File: config.mk
export PLATFORM = sky130hd
export DESIGN_NAME = single_bin_triangle_correlator_top
export DESIGN_NICKNAME = d
export VERILOG_FILES = /design/src/hw/rtl/sbtc_pkg.sv /design/src/hw/rtl/sbtc_term.sv /design/src/hw/rtl/sbtc_core.sv /design/src/hw/rtl/single_bin_triangle_correlator_top.sv
export VERILOG_INCLUDE_DIRS = /design/src /design/src/hw/rtl
export SDC_FILE = /design/constraint.sdc
export NUM_CORES = 1
export LEC_CHECK = 0
export BUFFER_PORTS_ARGS = -buffer_cell sky130_fd_sc_hd__buf_2
export CORE_UTILIZATION = 60
export DETAILED_ROUTE_END_ITERATION = 12
export GPL_TIMING_DRIVEN = 0
export PLACE_DENSITY = 0.78
export SLEW_MARGIN = 20
export SYNTH_ARGS = -nofsm -noshare
export SYNTH_HDL_FRONTEND = slang
export SYNTH_SLANG_ARGS = --single-unit
export TNS_END_PERCENT = 30
File: constraint.sdc
create_clock -name clk -period 19.95 [get_ports clk]
set_input_delay 2.9925 -clock clk [delete_from_list [all_inputs] [get_ports clk]]
set_output_delay 2.9925 -clock clk [all_outputs]
set_load 0.1 [all_outputs]
File: src/hw/rtl/single_bin_triangle_correlator_top_defines.svh
// ----------------------------------------------------------------------------
// Assertion macros for the single-bin triangle correlator
// Shared concurrent-check forms, all disabled while reset is held.
// ----------------------------------------------------------------------------
`ifndef SINGLE_BIN_TRIANGLE_CORRELATOR_TOP_DEFINES_SVH
`define SINGLE_BIN_TRIANGLE_CORRELATOR_TOP_DEFINES_SVH

// Same-cycle implication
`define SBTC_ASSERT_IMP(lbl, clk, rst_n, ant, con) \
  lbl: assert property (@(posedge clk) disable iff (!rst_n) (ant) |-> (con)) \
    else $error("sbtc: same-cycle check failed");

// Next-cycle implication
`define SBTC_ASSERT_NXT(lbl, clk, rst_n, ant, con) \
  lbl: assert property (@(posedge clk) disable iff (!rst_n) (ant) |=> (con)) \
    else $error("sbtc: next-cycle check failed");

`endif

File: src/hw/rtl/sbtc_pkg.sv
// ----------------------------------------------------------------------------
// sbtc_pkg
// Types and constants shared by the single-bin triangle correlator.
// ----------------------------------------------------------------------------
`timescale 1ns / 1ps

package sbtc_pkg;

  // Fixed arithmetic constants
  localparam int TRI_OFFSET = 64;  // triangle reference offset and quarter-cycle shift
  localparam int TERM_SHIFT = 6;   // product scaling
  localparam int AVG_SHIFT  = 3;   // average is held as 8x the sample

  // Configuration port
  localparam int CFG_ADDR_W = 1;
  localparam int CFG_DATA_W = 16;
  localparam logic [CFG_ADDR_W-1:0] CFG_FREQ_STEP   = 1'b0;
  localparam logic [CFG_ADDR_W-1:0] CFG_START_PHASE = 1'b1;

  typedef struct packed {
    logic [9:0] sample;
    logic       last_sample;
  } sbtc_in_t;

  typedef struct packed {
    logic signed [15:0] in_phase_sum;
    logic signed [15:0] quadrature_sum;
  } sbtc_out_t;

  typedef struct packed {
    logic [15:0] frequency_step;
    logic [7:0]  start_phase;
  } sbtc_cfg_t;

endpackage

File: src/hw/rtl/sbtc_term.sv
// ----------------------------------------------------------------------------
// sbtc_term
// One triangle correlation term: floor(ac * (|ph| - 64) / 64), sign-extended.
// ----------------------------------------------------------------------------
`timescale 1ns / 1ps

module sbtc_term (
  input  logic signed [7:0]  ac,
  input  logic        [7:0]  ph,
  output logic        [15:0] term
);
  import sbtc_pkg::*;

  logic signed [8:0]  ph_ext;
  logic signed [8:0]  mag;
  logic signed [8:0]  ref_v;
  logic signed [17:0] prod;
  logic signed [17:0] scaled;

  // Triangle reference; a phase byte of -128 gives magnitude 128
  assign ph_ext = signed'({ph[7], ph});
  assign mag    = ph_ext[8] ? -ph_ext : ph_ext;
  assign ref_v  = mag - 9'(TRI_OFFSET);

  // Product and floor scaling
  assign prod   = 18'(ac) * 18'(ref_v);
  assign scaled = prod >>> TERM_SHIFT;
  assign term   = scaled[15:0];

endmodule

File: src/hw/rtl/sbtc_core.sv
// ----------------------------------------------------------------------------
// sbtc_core
// Running average, phase accumulator and I/Q sums, updated once per sample.
// ----------------------------------------------------------------------------
`timescale 1ns / 1ps

`include "single_bin_triangle_correlator_top_defines.svh"

module sbtc_core (
  input  logic               clk,
  input  logic               rst_n,
  input  logic               proc_en,
  input  sbtc_pkg::sbtc_in_t  item,
  input  sbtc_pkg::sbtc_cfg_t cfg,
  output sbtc_pkg::sbtc_out_t result
);
  import sbtc_pkg::*;

  logic [15:0] dc_avg_r,  dc_avg_nxt;
  logic [15:0] phase_r,   phase_nxt;
  logic [15:0] sum_i_r,   sum_i_nxt;
  logic [15:0] sum_q_r,   sum_q_nxt;
  logic        block_open_r;

  logic [15:0] dc_base;
  logic [15:0] phase_base;
  logic [15:0] sum_i_base;
  logic [15:0] sum_q_base;
  logic [7:0]  ac;
  logic [7:0]  ph_i;
  logic [7:0]  ph_q;
  logic [15:0] term_i;
  logic [15:0] term_q;

  // Block start seeds the state from the sample and start phase
  assign dc_base    = block_open_r ? dc_avg_r : (16'(item.sample) << AVG_SHIFT);
  assign phase_base = block_open_r ? phase_r  : {cfg.start_phase, 8'h00};
  assign sum_i_base = block_open_r ? sum_i_r  : 16'h0000;
  assign sum_q_base = block_open_r ? sum_q_r  : 16'h0000;

  // AC part, low byte only
  assign ac         = item.sample[7:0] - dc_base[AVG_SHIFT+7:AVG_SHIFT];
  assign dc_avg_nxt = dc_base + {{8{ac[7]}}, ac};

  // Reference phases: quadrature lags by a quarter cycle
  assign ph_i = phase_base[15:8];
  assign ph_q = ph_i - 8'(TRI_OFFSET);

  sbtc_term u_term_i (
    .ac   (signed'(ac)),
    .ph   (ph_i),
    .term (term_i)
  );

  sbtc_term u_term_q (
    .ac   (signed'(ac)),
    .ph   (ph_q),
    .term (term_q)
  );

  assign sum_i_nxt = sum_i_base + term_i;
  assign sum_q_nxt = sum_q_base + term_q;
  assign phase_nxt = phase_base + cfg.frequency_step;

  assign result.in_phase_sum   = signed'(sum_i_nxt);
  assign result.quadrature_sum = signed'(sum_q_nxt);

  // State update
  always_ff @(posedge clk) begin
    if (!rst_n) begin
      dc_avg_r     <= '0;
      phase_r      <= '0;
      sum_i_r      <= '0;
      sum_q_r      <= '0;
      block_open_r <= 1'b0;
    end else if (proc_en) begin
      dc_avg_r     <= dc_avg_nxt;
      phase_r      <= phase_nxt;
      sum_i_r      <= sum_i_nxt;
      sum_q_r      <= sum_q_nxt;
      block_open_r <= !item.last_sample;
    end
  end

  // Checks
  `SBTC_ASSERT_NXT(a_last_closes, clk, rst_n, proc_en && item.last_sample, !block_open_r)
  `SBTC_ASSERT_NXT(a_mid_opens, clk, rst_n, proc_en && !item.last_sample, block_open_r)
  `SBTC_ASSERT_NXT(a_idle_holds, clk, rst_n, !proc_en, $stable(sum_i_r) && $stable(phase_r))

endmodule

File: src/hw/rtl/single_bin_triangle_correlator_top.sv
// ----------------------------------------------------------------------------
// single_bin_triangle_correlator_top
// Single-bin DFT-style correlator against I/Q triangle references.
//
//   Channel  Dir  Handshake            Payload
//   in_      in   in_valid / in_ready  sbtc_in_t  (sample, last_sample)
//   out_     out  out_valid/ out_ready sbtc_out_t (in_phase_sum, quadrature_sum)
//   cfg_     in   cfg_we               cfg_addr, cfg_wdata
//
// One sample per cycle sustained unless a last sample stalls; the accumulator update is
// combinational logic between the input register and the state/result registers.
// A last sample's transaction loads the input register; once it leaves that register
// its sums are loaded into the result register, which drives out_valid.
// A last sample stalls in the input register only while a result still waits
// to be taken; other samples never stall. Synchronous reset clears the valid flags,
// configuration and accumulator state.
`timescale 1ns / 1ps

`include "single_bin_triangle_correlator_top_defines.svh"

module single_bin_triangle_correlator_top (
  input  logic                               clk,
  input  logic                               rst_n,
  input  logic                               in_valid,
  output logic                               in_ready,
  input  sbtc_pkg::sbtc_in_t                 in_data,
  output logic                               out_valid,
  input  logic                               out_ready,
  output sbtc_pkg::sbtc_out_t                out_data,
  input  logic                               cfg_we,
  input  logic [sbtc_pkg::CFG_ADDR_W-1:0]    cfg_addr,
  input  logic [sbtc_pkg::CFG_DATA_W-1:0]    cfg_wdata
);
  import sbtc_pkg::*;

  sbtc_cfg_t cfg_r;
  logic      in_vld_r;
  sbtc_in_t  in_item_r;
  logic      out_vld_r, out_vld_nxt;
  sbtc_out_t out_data_r;
  sbtc_out_t result;
  logic      out_free;
  logic      proc_en;

  // Configuration registers
  always_ff @(posedge clk) begin
    if (!rst_n) begin
      cfg_r <= '0;
    end else if (cfg_we) begin
      unique case (cfg_addr)
        CFG_FREQ_STEP:   cfg_r.frequency_step <= cfg_wdata[15:0];
        CFG_START_PHASE: cfg_r.start_phase    <= cfg_wdata[7:0];
        default: ;
      endcase
    end
  end

  // Flow control
  assign out_free = !out_vld_r || out_ready;
  assign proc_en  = in_vld_r && (!in_item_r.last_sample || out_free);
  assign in_ready = !in_vld_r || proc_en;

  // Input register
  always_ff @(posedge clk) begin
    if (!rst_n) begin
      in_vld_r <= 1'b0;
    end else if (in_ready) begin
      in_vld_r <= in_valid;
    end
  end

  always_ff @(posedge clk) begin
    if (in_ready && in_valid) begin
      in_item_r <= in_data;
    end
  end

  sbtc_core u_core (
    .clk     (clk),
    .rst_n   (rst_n),
    .proc_en (proc_en),
    .item    (in_item_r),
    .cfg     (cfg_r),
    .result  (result)
  );

  // Result register
  always_comb begin
    out_vld_nxt = out_vld_r;
    if (proc_en && in_item_r.last_sample) begin
      out_vld_nxt = 1'b1;
    end else if (out_ready) begin
      out_vld_nxt = 1'b0;
    end
  end

  always_ff @(posedge clk) begin
    if (!rst_n) begin
      out_vld_r <= 1'b0;
    end else begin
      out_vld_r <= out_vld_nxt;
    end
  end

  always_ff @(posedge clk) begin
    if (proc_en && in_item_r.last_sample) begin
      out_data_r <= result;
    end
  end

  assign out_valid = out_vld_r;
  assign out_data  = out_data_r;

  // Checks
  `SBTC_ASSERT_IMP(a_no_overwrite, clk, rst_n, proc_en && in_item_r.last_sample, out_free)
  `SBTC_ASSERT_NXT(a_result_shown, clk, rst_n, proc_en && in_item_r.last_sample, out_vld_r)
  `SBTC_ASSERT_IMP(a_stall_cause, clk, rst_n, !in_ready, in_vld_r && in_item_r.last_sample)

endmodule

-- Yosys cells after proc, flatten, opt, wreduce, memory -nomap -nowiden
Index checks and enable logic that the tools add are counted.
- $add $sub $neg: 10
- multipliers: 2
- div/mod/pow operators: 0
- magnitude comparators: 0
- equal/unequal tests: 0
- shift operators: 0
- muxes and demuxes: 8
- bitwise operators: 1
- reduce and logical (&&, ||, !) cells: 12
- operator list (operator ; number):
    adder 16 bit ; 4
    2-to-1 mux 16 bit ; 4
    multiplier 8 x 9 -> 17 bit ; 2
    2-to-1 mux 9 bit ; 2
    negator 8 -> 9 bit ; 2
    subtractor 9 x 8 -> 9 bit (second input constant) ; 2
    subtractor 8 x 7 -> 8 bit (second input constant) ; 1
    subtractor 8 bit ; 1
    AND reduction 2 bit ; 2
    logical AND 1 bit ; 3
    logical NOT 1 bit ; 3
    logical OR 1 bit ; 3
    2-to-1 mux 1 bit ; 2
    nonzero test 2 bit ; 1
    inverter 1 bit ; 1
- register bits after elaboration: 134
- latch bits: 0
- memory bits (writable): 0
- ROM bits: 0
- input bits: 33
- output and inout port bits: 34
- logic and storage cells: 46
- memories: 0

-- Depth between registers and ports, before layout
Gate-level depths: netlist of run 1.
- word-level depth: 7
- depth in mapped cells: 42
- mapped depth without buffers: 38

-- Hierarchy
A second synthesis of run 1 with hierarchy kept.
- cell total of the unflattened synthesis: 1508
- area total of the unflattened synthesis: 13853.3 um2
- by module, submodules not included (module ; times used ; cells an instance ; area an instance (um2) ; seq. area each (um2)):
    sbtc_core ; 1 ; 639 ; 5347.6 ; 1201.2
    sbtc_term at u_core.u_term_i ; 1 ; 355 ; 3057.9 ; 0.0
    sbtc_term at u_core.u_term_q ; 1 ; 352 ; 3057.9 ; 0.0
    single_bin_triangle_correlator_top ; 1 ; 162 ; 2389.8 ; 1811.7

-- Worst setup path before layout of run 1
OpenSTA, ideal clock, no wires.
- path type: reg-to-reg
- start point: reg u_core.block_open_r
- end point: reg out_data_r, in the netlist out_data[31], data pin
- library setup time: 258 ps
- arrival: 8308 ps
- required time: 19692 ps
- setup slack: 11385 ps
- stages on the path, launching flop included: 41
- cell sequence: dfxtp_1 > buf_6 > clkbuf_1 > clkbuf_1 > nand2_1 > o21ai_0 > ha_1 > inv_1 > fa_1 > nand2_1 > nand2_1 > a21oi_1 > o21bai_1 > a21oi_1 > xor2_1 > clkbuf_1 > nor2_1 > fa_1 > [... 5 more ...] > ha_1 > a21oi_2 > o21ai_1 > a21oi_2 > a21boi_0 > o21ai_0 > nand2b_1 > a21oi_1 > xnor2_1 > ha_1 > and3_4 > and2_4 > o21a_1 > o31ai_2 > a31oi_1 > o211a_1 > or2_4 > xnor2_1
- RTL lines (what ; RTL line ; RTL):
    start, declared ; sbtc_core.sv:23 ; logic block_open_r;
    start signal, assigned ; sbtc_core.sv:81 ; block_open_r <= !item.last_sample;
    end signal, assigned ; single_bin_triangle_correlator_top.sv:107 ; out_data_r <= result;
    end, declared ; single_bin_triangle_correlator_top.sv:40 ; sbtc_out_t out_data_r;

==> out/metrics.cfg, run 1 <==
[run_status]
status = finished, final reports clean

[global_route]
grt_max_degree = 33
grt_pass1_vias = 10580
track_usage_pct = 31.45
grt_pass1_wl_mm = 52.81
grt_antenna_before_repair = 0
grt-ovfl-total = 0

[yosys]
syn_area_um2 = 12810
yosys-top-cells-area = fa_1, dfxtp_1, ha_1, edfxtp_1, inv_1
synthArstFlopShare_pct = 0
yosysWarningCount = 0
avgSynthCellArea_um2 = 8.725
yosysTopAreaCellShare_pct = 19.22
yosysMostFrequentCell = inv_1
yosysTopAreaCell = fa_1
ys.flop_type = dfxtp_1
synth_fp_nets = 1751
ys_types = 71
yosys_register_bits = 127
synth_commonest_cells = inv_1, nand2_1, nor2_1
synth_edf_count = 41
netlist_instances = 1468
yosysSeqAreaShare_pct = 23.05

[worst_setup_path]
crit_cells = 37
critPathMaxFanout = 10
startpoint_type = register
worst_ep_required_time_ps = 20120
worst_path_largest_cell_delay_ps = 700
criticalPathCategory = register to register
crit_top_cell = fa_1
critPathSlowestCell = o31ai_1
crit_family = adder cells
cp.arrival_ps = 11170
reg2reg_depth = 37
endpoint_kind = register
path_buf_inv = 7

[floorplan]
die_h_um = 148.1
die_area_um2 = 21940
start_util_pct = 61.12
die_x_um = 148.1
core.rowCount = 53
pin_count = 67
core_area_um2 = 20960

[clocking]
cts.sinks = 127
cts_buffer_depth = 2
postCtsSetupBuffers = 0
cts_buffers = 17
cts_tree = done
path_clk_slew_ps = 60
htree_num_levels = 4
cts_root_buffer = clkbuf_16
clk_latency_ps = 440
cts_resized = 0
cts_hold_buffers = 0

[routing]
drtPass1Iterations = 5
vias_per_cell = 5.748
drtAntennaViolNets = 0
drc_errors = 0
drt_wl_total_mm = 32.49
initialDrtViolationCount = 798
dr_total_vias = 10580
wl_per_cell_um = 17.66

[sta]
setup_ws_ps = 8951
timing.fmax_mhz = 90.92
finClkSkew_ps = 8.258
rsz0062_at_grt = no
period_share_pct = 55.13
report.final.slew_viol_count = 0
hold_violations = 0
slew_headroom_pct = 32.75
fin_tns_setup_ps = 0
min_period_ps = 11000
setup-violations-final = 0
tightest_slew_ps = 1002
whs_ps = 448.6

[finish]
final_nets = 1835
nFillCells = 1701
area_growth_pct = 10.20
diodes = 0
multi_input_area_um2 = 8925
postLayoutCoreUtil_pct = 67.36
seqCellArea_um2 = 2953
drive_gt1_share_pct = 9.010

[placement]
port_buffers = 64
pre_cts_slack_ps = 9235
dp_hpwl_mm = 25.52
gp_congestion = 0.9331

[job]
maxCapViolations = 0

[min_path]
min_path_type = register to register
worstHoldPathCells = 2

==> kinds of logic after synthesis <==
kind of cell	after synthesis	synth area share, %
adders and majority gates	250	31.63
and+or+nand+nor	474	17.04
DFF	127	23.05
muxes	20	1.661
buffers and inverters	246	7.326
AOI/OAI and AO/OA	254	12.48
xor gates and xnor gates	97	6.809
==> final timing paths <==
path	slack [ps]	end	startpoint
max	8950	out_data[31]$_DFFE_PP_	u_core.block_open_r$_SDFFE_PN0P_
min	450	u_core.sum_q_r[5]$_SDFFE_PN0P_	u_core.sum_q_r[5]$_SDFFE_PN0P_
max reg2reg	8950	out_data[31]$_DFFE_PP_	u_core.block_open_r$_SDFFE_PN0P_
min reg2reg	450	u_core.sum_q_r[5]$_SDFFE_PN0P_	u_core.sum_q_r[5]$_SDFFE_PN0P_
==> through the flow <==
step / std cells / area [um2]
2_1_floorplan: 1468 / 12810
3_3_place_gp: 1807 / 13470
3_5_place_dp: 1808 / 13500
4_1_cts: 1840 / 14110
5_1_grt: 1840 / 14110
6_report: 1840 / 14110
==> layer usage <==
| layer | part of all wire (%) | vias to the layer above | track usage, % |
|---|---|---|---|
| met1 | 40 | 5039 | 38.74 |
| met5 | 0 | - | 0 |
| met4 | 4.8 | 0 | 16.24 |
| met3 | 7.5 | 82 | 5.767 |
| met2 | 48 | 475 | 52.72 |
| li1 | - | 4980 | - |
==> sequential cells by signal (all words and copies together) (netlist names) <==
signal and flops:
u_core.block_open_r 1, u_core.phase_r 16, out_data 32, u_core.sum_i_r 16
in_item_r 9, u_core.sum_q_r 16, cfg_r 24, out_valid 1
u_core.dc_avg_r 11, in_vld_r 1
==> placed cells by master (no fill, tap or decap), types with 4 or more instances in the layout <==
cell type  Yosys  routed
xor2_1        18      18
clkinv_4       0       6
ha_1         127     127
a21oi_1      112     112
nor2b_1       19      19
nand2_1      157     157
nor3_1        12      12
o21a_1        14      14
nand3b_1       4       4
fa_1         123     123
or2_2          5       5
nand3_1       27      27
and3_1         8       7
mux2i_1       16      16
nand4_1       12      12
clkbuf_1      38      38
edfxtp_1      41      41
a31oi_1        7       6
buf_1          6       6
a211oi_1       7       7
inv_1        196     196
o21ai_1       10      10
clkbuf_16      0      21
a21o_1        20      20
nor2_1       156     156
nand2b_1       7       7
or3_1          6       6
a21oi_2        4       4
dfxtp_1       86      86
o21bai_1      14      14
o21ai_0       31      31
buf_2          0      64
xnor2_1       76      76
and2_1        43      43
o211ai_1       4       4
o31ai_1        4       4
==> final cells by class <==
cell class,instances,share of cell area [%]
clock inverters,11,0.6294
clock buffers,21,3.723
repair buffers,65,2.411
multi-input cells,1095,63.23
well taps,275,2.438
plain buffers,47,1.356
flip-flops and latches,127,20.92
inverters,199,5.292
==> worst reg2reg max path: cells and delay by family, from the launching register on <==
kind            cells  cell delay (ps)
buf+inv             7             1800
xor+xnor            2              820
compound gates     13             2800
flops               1              430
simple gates        7             1230
fa+ha+maj           8             3690
Power of run 1 is not shown: default switching activity piles up to over one toggle a cycle in this logic, so the estimate is an artifact.
==> run 2: changes to the inputs <==
Clock period 19.95 ns to 11.4 ns, I/O delays scaled along.
==> run 2 against run 1 <==
Effect of this change:
- maximum frequency grew 1.6%
- cell count is the same
- register-to-register slack lost 8400 ps
- critical path depth is the same
- critical endpoint unchanged
==> out/metrics.cfg, run 2 (synthesized netlist as in run 1, its figures left out) <==
[sta]
setup-violations-final = 0  ; unchanged
finClkSkew_ps = 6.802  ; was 8.258 ps
tightest_slew_ps = 1015  ; was 1002 ps
timing.fmax_mhz = 92.36  ; was 90.92 MHz
min_period_ps = 10830  ; was 11000 ps
fin_tns_setup_ps = 0  ; unchanged
hold_violations = 0  ; unchanged
period_share_pct = 94.97  ; was 55.13%
report.final.slew_viol_count = 0  ; unchanged
slew_headroom_pct = 31.84  ; was 32.75%

[min_path]
worstHoldPathCells = 2  ; unchanged
holdCritStartpoint = u_core.phase_r[3]$_SDFFE_PN0P_  ; was u_core.sum_q_r[5]$_SDFFE_PN0P_
min_path_type = register to register  ; unchanged
min_to = u_core.phase_r[3]$_SDFFE_PN0P_  ; was u_core.sum_q_r[5]$_SDFFE_PN0P_

[finish]
seqCellArea_um2 = 2953  ; unchanged
finalNonFillerCells = 1840  ; unchanged
nFillCells = 1701  ; unchanged
final_nets = 1835  ; unchanged
multi_input_area_um2 = 8932  ; was 8925 um2
drive_gt1_share_pct = 9.073  ; was 9.010%
final_common_cell = inv_1  ; unchanged
diodes = 0  ; unchanged
largest_reg_flops = 32  ; unchanged
mostFrequentLayoutCells = inv_1, nand2_1, nor2_1  ; unchanged
area_growth_pct = 10.26  ; was 10.20%

[worst_setup_path]
endpoint_kind = register  ; unchanged
startpoint_type = register  ; unchanged
cp.arrival_ps = 11000  ; was 11170 ps
crit_top_cell = fa_1  ; unchanged
timing.rr.start = u_core.block_open_r$_SDFFE_PN0P_  ; unchanged
criticalPathCategory = register to register  ; unchanged
critPathMaxFanout = 10  ; unchanged
worst_ep_required_time_ps = 11570  ; was 20120 ps
reg2reg_depth = 37  ; unchanged
r2r_slack_ps = 570  ; was 8950 ps
critPathSlowestCell = o31ai_1  ; unchanged
reg2reg_to = out_data[31]$_DFFE_PP_  ; unchanged
worst_path_largest_cell_delay_ps = 710  ; was 700 ps

[global_route]
grt_max_degree = 33  ; unchanged
grt_antenna_before_repair = 0  ; unchanged
grtUsageMet1_pct = 38.74  ; unchanged
use_met2_pct = 52.72  ; unchanged
busiest_layer = met2  ; unchanged
grt_pass1_vias = 10580  ; unchanged
track_usage_pct = 31.45  ; unchanged
grt-ovfl-total = 0  ; unchanged
grt_use_met3_pct = 5.767  ; unchanged
grt_pass1_wl_mm = 52.81  ; unchanged

[routing]
drtPass1Iterations = 6  ; was 5
initialDrtViolationCount = 736  ; was 798
dr_total_vias = 10590  ; was 10580
drtAntennaViolNets = 0  ; unchanged
wl_per_cell_um = 17.67  ; was 17.66 um
drc_errors = 0  ; unchanged
vias_per_cell = 5.757  ; was 5.748
drt_wl_total_mm = 32.51  ; was 32.49 mm

[job]
maxCapViolations = 0  ; unchanged

[run_status]
status = finished, final reports clean  ; unchanged

[placement]
dp_hpwl_mm = 25.52  ; unchanged
dp.cells = 1808  ; unchanged
port_buffers = 64  ; unchanged
gp_congestion = 0.9331  ; unchanged

[floorplan]
die_h_um = 148.1  ; unchanged
die_area_um2 = 21940  ; unchanged
core_area_um2 = 20960  ; unchanged
start_util_pct = 61.12  ; unchanged
core.rowCount = 53  ; unchanged
pin_count = 67  ; unchanged
die_x_um = 148.1  ; unchanged

[clocking]
htree_num_levels = 4  ; unchanged
clk_latency_ps = 430  ; was 440 ps
cts.sinks = 127  ; unchanged
cts_buffers = 17  ; unchanged
cts_hold_buffers = 0  ; unchanged
postCtsSetupBuffers = 0  ; unchanged
cts_buffer_depth = 2  ; unchanged
cts_root_buffer = clkbuf_16  ; unchanged
cts_tree = done  ; unchanged
path_clk_slew_ps = 60  ; about the same

run 2: cell counts in the layout (fill, tap and decap cells not counted):
No cell type changed its count.
run 2: metal layers:
layer | wire [um] | vias to the layer above | part of all wire (%)
met2 | 15430 | 479 | 47
met3 | 2261 | 88 | 7.0
met1 | 13220 | 5040 | 41
met4 | 1611 | 0 | 5.0
met5 | 0 | - | 0
li1 | - | 4985 | -
run 2: how the worst max path moves through the flow:
stage / endpoint / cells after the start / from
after CTS: out_data[31]$_DFFE_PP_ / 37 / u_core.block_open_r$_SDFFE_PN0P_
final: out_data[31]$_DFFE_PP_ / 37 / u_core.block_open_r$_SDFFE_PN0P_
after global routing: out_data[31]$_DFFE_PP_ / 40 / u_core.block_open_r$_SDFFE_PN0P_
after detailed placement: out_data[31]$_DFFE_PP_ / 37 / u_core.block_open_r$_SDFFE_PN0P_
after global placement: out_data[31]$_DFFE_PP_ / 40 / u_core.block_open_r$_SDFFE_PN0P_
after floorplan: out_data[31]$_DFFE_PP_ / 40 / u_core.block_open_r$_SDFFE_PN0P_
run 2: per-stage QoR:
stage	instance area, um2	setup WS [ps]	hold slack, ps	util [%]
after global placement	13470	885.1	434.2	64.29
after floorplan	12810	2835	427.3	-
after global routing	14120	-4.267	469.7	67.39
after CTS	14110	570.2	449.8	67.36
after detailed placement	13500	685.4	441.7	64.43
final	14120	573.1	447.2	67.39
run 2: critical path, delay by kind of cell (launching register included):
kind | cells | cell delay (ps)
AOI/OAI and AO/OA | 13 | 2870
xor gates and xnor gates | 2 | 590
buffers and inverters | 7 | 1770
and+or+nand+nor | 7 | 1230
DFF | 1 | 430
adders and majority gates | 8 | 3690
run 2: cell type report:
cell class	instances	area share, %
flip-flops and latches	127	20.91
well taps	275	2.436
plain buffers	47	1.356
repair buffers	65	2.410
clock buffers	21	3.721
inverters	199	5.289
multi-input cells	1095	63.25
clock inverters	11	0.6290
run 2: what timing repair did:
action                     CTS  global route
hold endpoints to repair     0             0
setup endpoints to repair    0             1
gates resized for setup      0             1
Power of run 2 is left out for the same reason.
